===== config.mk =====
export PLATFORM = sky130hd
export DESIGN_NAME = svs_div
export DESIGN_NICKNAME = d
export VERILOG_FILES = /design/src/design/svs_pkg.sv /design/src/design/svs_div.sv
export SDC_FILE = /design/constraint.sdc
export NUM_CORES = 2
export LEC_CHECK = 0
export ABC_CLOCK_PERIOD_IN_PS = 6100
export BUFFER_PORTS_ARGS = -buffer_cell sky130_fd_sc_hd__buf_2
export CORE_UTILIZATION = 25
export DETAILED_ROUTE_END_ITERATION = 16
export SETUP_SLACK_MARGIN = 0.5
export SLEW_MARGIN = 10
export SYNTH_ARGS = -nofsm -noshare
export SYNTH_HDL_FRONTEND = slang
export SYNTH_SLANG_ARGS = --single-unit

===== constraint.sdc =====
create_clock -name clock -period 6.1 [get_ports clock]
set_input_delay 0.61 -clock clock [delete_from_list [all_inputs] [get_ports clock]]
set_output_delay 0.61 -clock clock [all_outputs]
set_load 0.01 [all_outputs]

===== src/design/svs_pkg.sv =====
package svs_pkg;

   // configuration port
   localparam int CSR_W = 60;
   localparam int IDX_W = 3;
   localparam logic [IDX_W-1:0] REG_LIGHT_IS_DIR   = 3'd0;
   localparam logic [IDX_W-1:0] REG_LIGHT_POS      = 3'd1;
   localparam logic [IDX_W-1:0] REG_LIGHT_DIR      = 3'd2;
   localparam logic [IDX_W-1:0] REG_LIGHT_RANGE    = 3'd3;
   localparam logic [IDX_W-1:0] REG_LIGHT_ENERGY   = 3'd4;
   localparam logic [IDX_W-1:0] REG_CAMERA_POS     = 3'd5;
   localparam logic [IDX_W-1:0] REG_OBJECT_CENTER  = 3'd6;

   localparam int NORMAL_W = 16;
   localparam int DIR_W    = 16;
   localparam int RANGE_W  = 19;
   localparam int ENERGY_W = 16;

   // saturated coordinate difference and squared distances
   localparam int SAT_W = 21;
   localparam logic [SAT_W-1:0] DIFF_LIMIT = 21'h100000;
   localparam int SQ_W   = 42;
   localparam int ROOT_W = 21;
   localparam int REM_W  = ROOT_W + 2;

   // strength divider
   localparam int DEN_W      = 22;
   localparam int NUM_W      = 26;
   localparam int QUOT_W     = 20;
   localparam int STRENGTH_W = 20;

   // fades
   localparam int CAM_W = 24;
   localparam int OBJ_W = 17;
   localparam logic [CAM_W-1:0] CAM_FADE = 24'd9437184;
   localparam logic [OBJ_W-1:0] OBJ_FADE = 17'd82944;
   localparam int X1_W = 20;
   localparam int Y2_W = 23;
   localparam int CAM_RECIP_W = 16;
   localparam int OBJ_RECIP_W = 24;
   localparam logic [CAM_RECIP_W-1:0] CAM_RECIP = 16'd58254;
   localparam logic [OBJ_RECIP_W-1:0] OBJ_RECIP = 24'd13256071;
   localparam int CAM_SHIFT = 19;
   localparam int OBJ_SHIFT = 30;
   localparam int FADE_W = 17;
   localparam int KK_W   = 33;

   // darkening and output
   localparam int A_W     = STRENGTH_W + KK_W;
   localparam int T_W     = A_W + 2;
   localparam int T_SHIFT = 49;
   localparam int X_W     = T_SHIFT + 1;
   localparam int SH_W    = X_W + 8;
   localparam int SHADE_W = 8;
   localparam logic [X_W-1:0]  T_ONE = {1'b1, {T_SHIFT{1'b0}}};
   localparam logic [SH_W-1:0] T_HALF = {{(SH_W-T_SHIFT){1'b0}}, 1'b1, {(T_SHIFT-1){1'b0}}};

   typedef struct packed {
      logic            pass;
      logic [KK_W-1:0] kk;
   } side_type;

endpackage


===== src/design/svs_div.sv =====
module svs_div (
   input  logic                       clock,
   input  logic                       reset,
   input  logic                       en,
   input  logic                       in_valid,
   input  logic [svs_pkg::NUM_W-1:0]  in_num,
   input  logic [svs_pkg::DEN_W-1:0]  in_den,
   input  svs_pkg::side_type          in_side,
   output logic                       out_valid,
   output logic [svs_pkg::QUOT_W-1:0] out_quot,
   output svs_pkg::side_type          out_side
);
   import svs_pkg::*;

   logic              v_ff    [QUOT_W];
   logic [DEN_W-1:0]  rem_ff  [QUOT_W];
   logic [DEN_W-1:0]  den_ff  [QUOT_W];
   logic [QUOT_W-1:0] lo_ff   [QUOT_W];
   logic [QUOT_W-1:0] quot_ff [QUOT_W];
   side_type          side_ff [QUOT_W];

   // restoring division, one quotient bit per stage; the high dividend bits
   // are below the divisor, so they seed the remainder
   for (genvar i = 0; i < QUOT_W; i++) begin : g_stage
      logic              cv;
      logic [DEN_W-1:0]  crem;
      logic [DEN_W-1:0]  cden;
      logic [QUOT_W-1:0] clo;
      logic [QUOT_W-1:0] cquot;
      side_type          cside;
      logic [DEN_W:0]    trem;
      logic [DEN_W-1:0]  rem_in;
      logic [QUOT_W-1:0] quot_in;

      if (i == 0) begin : g_first
         assign cv    = in_valid;
         assign crem  = DEN_W'(in_num[NUM_W-1:QUOT_W]);
         assign cden  = in_den;
         assign clo   = in_num[QUOT_W-1:0];
         assign cquot = '0;
         assign cside = in_side;
      end else begin : g_next
         assign cv    = v_ff[i-1];
         assign crem  = rem_ff[i-1];
         assign cden  = den_ff[i-1];
         assign clo   = lo_ff[i-1];
         assign cquot = quot_ff[i-1];
         assign cside = side_ff[i-1];
      end

      always_comb begin
         trem = {crem, clo[QUOT_W-1]};
         if (trem >= {1'b0, cden}) begin
            rem_in  = DEN_W'(trem - {1'b0, cden});
            quot_in = {cquot[QUOT_W-2:0], 1'b1};
         end else begin
            rem_in  = trem[DEN_W-1:0];
            quot_in = {cquot[QUOT_W-2:0], 1'b0};
         end
      end

      always_ff @(posedge clock) begin
         if (reset) begin
            v_ff[i] <= 1'b0;
         end else if (en) begin
            v_ff[i] <= cv;
         end
      end

      always_ff @(posedge clock) begin
         if (en) begin
            rem_ff[i]  <= rem_in;
            den_ff[i]  <= cden;
            lo_ff[i]   <= {clo[QUOT_W-2:0], 1'b0};
            quot_ff[i] <= quot_in;
            side_ff[i] <= cside;
         end
      end
   end

   assign out_valid = v_ff[QUOT_W-1];
   assign out_quot  = quot_ff[QUOT_W-1];
   assign out_side  = side_ff[QUOT_W-1];

endmodule


==> results.txt <==
The total of hold buffers inserted after clock tree synthesis came out at 83. The power share of the sequential group is 41.1%. The placed cell area came out at 90870 um^2.

In this run the clock root is driven by a sky130_fd_sc_hd__clkbuf_16. The minimum setup slack in the final design came out at 2145 ps. The path with the worst hold slack has its endpoint at den_ff[2][17]$_DFFE_PP_. Static timing analysis puts the maximum clock frequency at 252.8 MHz.

The die is 583.4 um wide. The post-layout minimum cycle time came out at 3955 ps. Buffers added to address setup during post-CTS repair amount to 0. The power density normalized to cell area is 466.0 nW/um^2. The net count of the finished layout came out at 6671. The worst setup skew after layout came out at 58.90 ps. The ratio of final minimum period to clock period came out at 64.84%. The area growth from synthesis to layout is 16.48%. The number of sinks on the clock net is 1936.

The data arrival at the endpoint of the critical path is 4540 ps. For the worst-skew pair, the clock arrives at the later sink with an insertion delay of 870 ps. The layer flagged by global routing as most heavily used is met2. The endpoint class of the critical path is a flop.

The number of instances in the synthesized netlist is 5750. The worst hold path depth is 1. The count of flip-flops with a built-in enable after synthesis came out at 1936. The average instance in the mapped netlist occupies 14.69 um^2. The final setup violation count came out at 0. 141 I/O pins were placed. Net switching is 31.29% of the power. The remaining number of nets flagged by the antenna check after routing is 0. The initial antenna violation count is 3. The port buffer count is 140. The global placement routability congestion is 0.8905.

The number of nets handed over by synthesis was 6280. The floorplan core area came out at 336300 um^2. After legalization and detailed placement, the total HPWL measured 108.2 mm. Of the total power, the clock network draws 26.8%. The die height came out at 583.4 um. The average via count per standard cell is 4.169.

The summed negative setup slack over all endpoints is 0 ps. The clock tree from TritonCTS is done. The number of H-tree levels came out at 4. The number of global-route vias before repair is 46439. After detailed routing, the average wire length per cell comes to 14.43 um.

The max-cap violation count came out at 0. The share of cells above drive strength 1 is 12.83%. The flow ran to the end, and the final reports show no timing, DRC or antenna violations. The clock input transition at the sequential cells of the worst setup and hold paths is 60 ps. The startpoint class of the critical path is a flop. The number of CTS-inserted buffers is 213.

The startpoint identified for the worst register-to-register timing path is rem_ff[17][0]$_DFFE_PP_. The peak ir drop on the vdd network came out at 281.8 uV. The post-synthesis share of cell area spent on full adders, half adders and majority gates came out at 6.744%. The beginning of the worst hold path is en. The combinational cell fraction of total power came out at 32.1%.

The biggest fanout along the worst timing path is 23. The switching component of the power came out at 14350 uW. The number of iterations in the first detailed-routing pass is 5. The portion of netlist area occupied by mux cells came out at 3.789%. The number of pins with negative max-slew slack in the final report is 0. The number of warnings issued by yosys came out at 0. The internal power of the cells is 31510 uW. Summing all multi-input logic gate instances after layout gives 23870 um^2. The complex-gate fraction of the synthesized area is 8.695%. The count of cells along the worst register-to-register path is 10. The maximum number of pins on one net before global-route repair is 173. The initial DRC count came out at 2325. Cells fill 29.26% of the core in the end. The main combinational cell family by area after synthesis is compound AO/OA/AOI/OAI gates. The total count of hold-check failures in the final report is 0. For met1 alone, demand over resource in global routing was 9.709%.

The synthesized netlist devotes 3.379% of its cell area to XOR and XNOR gates. Global routing consumed, on the met3 layer, 1.408% of the routing resources. The global-route wire length before repair came out at 245.4 mm. The filler cells instantiated in the layout total 33391. The reg2reg setup slack is 2140 ps. The synthesized netlist contains 88 unique library cells. The area fraction in and, or, nand and nor cells after synthesis came out at 5.596%. The met2 usage in global routing is 16.24%.

The overflow left after global routing came out at 0. The pin slew with the least headroom to its limit is 1169 ps. The remaining routing DRC violations is 0. The worst max-slew margin expressed relative to the limit is 22.09%.

The routed design has 156.3 mm of wire. The die outline area came out at 340300 um^2. The post-synth design cell area came out at 84490 um^2. Among all flip-flop cells after synthesis, the most frequent one is sky130_fd_sc_hd__edfxtp_1. Once layout is done, the placed cells without fillers occupy 98420 um^2. The number of gates resized after cts is 0. The proportion of synthesized flip-flops having asynchronous set or reset is 0%. Summed over all cells, the static leakage comes to 0.03705 uW. The destination of the worst register-to-register timing path is rem_ff[18][21]$_DFFE_PP_. The required time at the endpoint of the critical path is 6690 ps. Prior to clock tree synthesis, the placed netlist has a worst setup slack of 2186 ps. The number of cell rows came out at 213.

The register bit total from synthesis came out at 1936. The sequential-to-total area share from yosys stat came out at 68.80%. The footprint of the flip-flops and latches came out at 58140 um^2.

The effective utilization at floorplan is 25.12%. The path class of the lowest-slack min-delay path is input port to flop. Summing internal, switching and leakage power gives 45870 uW. The total via count after detailed routing came out at 45155. Setup repair after global routing left no endpoint under its margin. The number of buffers on the longest clock path is 4. For this run, the total global-route usage over all layers was measured as 8.894%.

By startpoint and endpoint, the worst setup path is classified as flop to flop.
power by group through the flow:
stage               Combinational (uW)  Clock, uW  Sequential (uW)
global placement                 14300          0            19100
floorplan                        11500          0            18600
global route                     16300      13300            19100
detailed placement               14600          0            19100
CTS                              14800      12800            18900
finish                           14700      12300            18800
layer usage:
layer  part of all wire (%)  routed length [um]
met5                      0                   0
met4                    5.5                8631
met3                    3.4                5255
met2                     51               79040
met1                     41               63340
cell usage after synthesis, types with 34 or more instances:
cell | n | share of area (%)
sky130_fd_sc_hd__a31oi_1 | 44 | 0.33
sky130_fd_sc_hd__nand4_1 | 51 | 0.38
sky130_fd_sc_hd__clkbuf_1 | 59 | 0.26
sky130_fd_sc_hd__o21bai_1 | 50 | 0.44
sky130_fd_sc_hd__nand3_1 | 72 | 0.43
sky130_fd_sc_hd__nor3_1 | 71 | 0.42
sky130_fd_sc_hd__nand2b_1 | 46 | 0.34
sky130_fd_sc_hd__o21ai_0 | 247 | 1.5
sky130_fd_sc_hd__xnor2_1 | 203 | 2.1
sky130_fd_sc_hd__and2_1 | 39 | 0.29
sky130_fd_sc_hd__and3_1 | 34 | 0.25
sky130_fd_sc_hd__a21o_1 | 205 | 1.8
sky130_fd_sc_hd__mux2_2 | 243 | 3.2
sky130_fd_sc_hd__inv_1 | 547 | 2.4
sky130_fd_sc_hd__a21oi_1 | 339 | 2.0
sky130_fd_sc_hd__nor2b_1 | 62 | 0.46
sky130_fd_sc_hd__ha_1 | 425 | 6.3
sky130_fd_sc_hd__nand2_1 | 262 | 1.2
sky130_fd_sc_hd__o21a_1 | 41 | 0.36
sky130_fd_sc_hd__xor2_1 | 123 | 1.3
sky130_fd_sc_hd__edfxtp_1 | 1936 | 69
sky130_fd_sc_hd__nor2_1 | 250 | 1.1
sequential cells by signal, summed over array words and instances (netlist names):
register  cells
lo_ff       190
den_ff      418
quot_ff     210
rem_ff      418
side_ff     680
v_ff         20
metrics by stage:
step	std cells	hold WS (ps)
after floorplan	5750	400.3
after global routing	10831	280.2
after detailed placement	10358	404.5
after CTS	10829	239.3
after global placement	10358	400.3
final	10831	320.2
layout by cell type, fill, tap and decap left out, types with 35 or more instances in the layout:
cell / Yosys / layout
sky130_fd_sc_hd__clkinv_1: 0 / 42
sky130_fd_sc_hd__nand2_1: 262 / 262
sky130_fd_sc_hd__edfxtp_1: 1936 / 1936
sky130_fd_sc_hd__o21ai_0: 247 / 247
sky130_fd_sc_hd__mux2_2: 243 / 243
sky130_fd_sc_hd__a21o_1: 205 / 205
sky130_fd_sc_hd__xnor2_1: 203 / 203
sky130_fd_sc_hd__a21oi_1: 339 / 337
sky130_fd_sc_hd__clkbuf_1: 59 / 43
sky130_fd_sc_hd__buf_4: 4 / 35
sky130_fd_sc_hd__buf_2: 15 / 139
sky130_fd_sc_hd__nand3_1: 72 / 72
sky130_fd_sc_hd__nor2_1: 250 / 250
sky130_fd_sc_hd__nor2b_1: 62 / 62
sky130_fd_sc_hd__o21bai_1: 50 / 50
sky130_fd_sc_hd__ha_1: 425 / 425
sky130_fd_sc_hd__a31oi_1: 44 / 42
sky130_fd_sc_hd__clkbuf_16: 0 / 214
sky130_fd_sc_hd__dlygate4sd3_1: 0 / 83
sky130_fd_sc_hd__and2_1: 39 / 39
sky130_fd_sc_hd__nor3_1: 71 / 71
sky130_fd_sc_hd__inv_1: 547 / 547
sky130_fd_sc_hd__clkinv_2: 0 / 41
sky130_fd_sc_hd__nand4_1: 51 / 51
sky130_fd_sc_hd__xor2_1: 123 / 123
sky130_fd_sc_hd__o21a_1: 41 / 41
sky130_fd_sc_hd__nand2b_1: 46 / 46
layout make-up:
type	count	area share, %
multi-input combinational	3174	24.25
antenna	2	0.005085
timing repair buffer	267	2.021
inverter	549	2.094
clock buffer	257	5.605
sequential	1936	59.07
clock inverter	131	1.215
tap	4515	5.740
critical path: stages, from the launching register on:
cell and delay (ps):
sky130_fd_sc_hd__edfxtp_1 430, sky130_fd_sc_hd__ha_1 330, sky130_fd_sc_hd__nor2b_1 130, sky130_fd_sc_hd__o21ai_0 210, sky130_fd_sc_hd__a21boi_1 130, sky130_fd_sc_hd__o31ai_1 580
sky130_fd_sc_hd__a211oi_1 280, sky130_fd_sc_hd__o21bai_1 330, sky130_fd_sc_hd__a31oi_1 190, sky130_fd_sc_hd__o32ai_4 650, sky130_fd_sc_hd__mux2_2 430
logic make-up (layout without fill, tap and decap cells):
logic type | after synthesis | in the layout
AOI/OAI and AO/OA | 1147 | 1147
xor gates and xnor gates | 326 | 326
adders and majority gates | 444 | 444
buffers and inverters | 640 | 1204
DFF | 1936 | 1936
muxes | 281 | 281
other | 0 | 2
and+or+nand+nor | 976 | 976
worst max path at each step:
stage | end | from | cells past startpoint
after floorplan | rem_ff[4][16]$_DFFE_PP_ | lo_ff[3][18]$_DFFE_PP_ | 13
after global placement | rem_ff[17][1]$_DFFE_PP_ | rem_ff[16][0]$_DFFE_PP_ | 10
final | rem_ff[18][21]$_DFFE_PP_ | rem_ff[17][0]$_DFFE_PP_ | 10
after detailed placement | rem_ff[18][4]$_DFFE_PP_ | rem_ff[17][0]$_DFFE_PP_ | 10
after global routing | rem_ff[18][16]$_DFFE_PP_ | rem_ff[17][0]$_DFFE_PP_ | 10
after CTS | rem_ff[18][4]$_DFFE_PP_ | rem_ff[17][0]$_DFFE_PP_ | 10
Note: power is estimated with default switching activity, not from simulation.
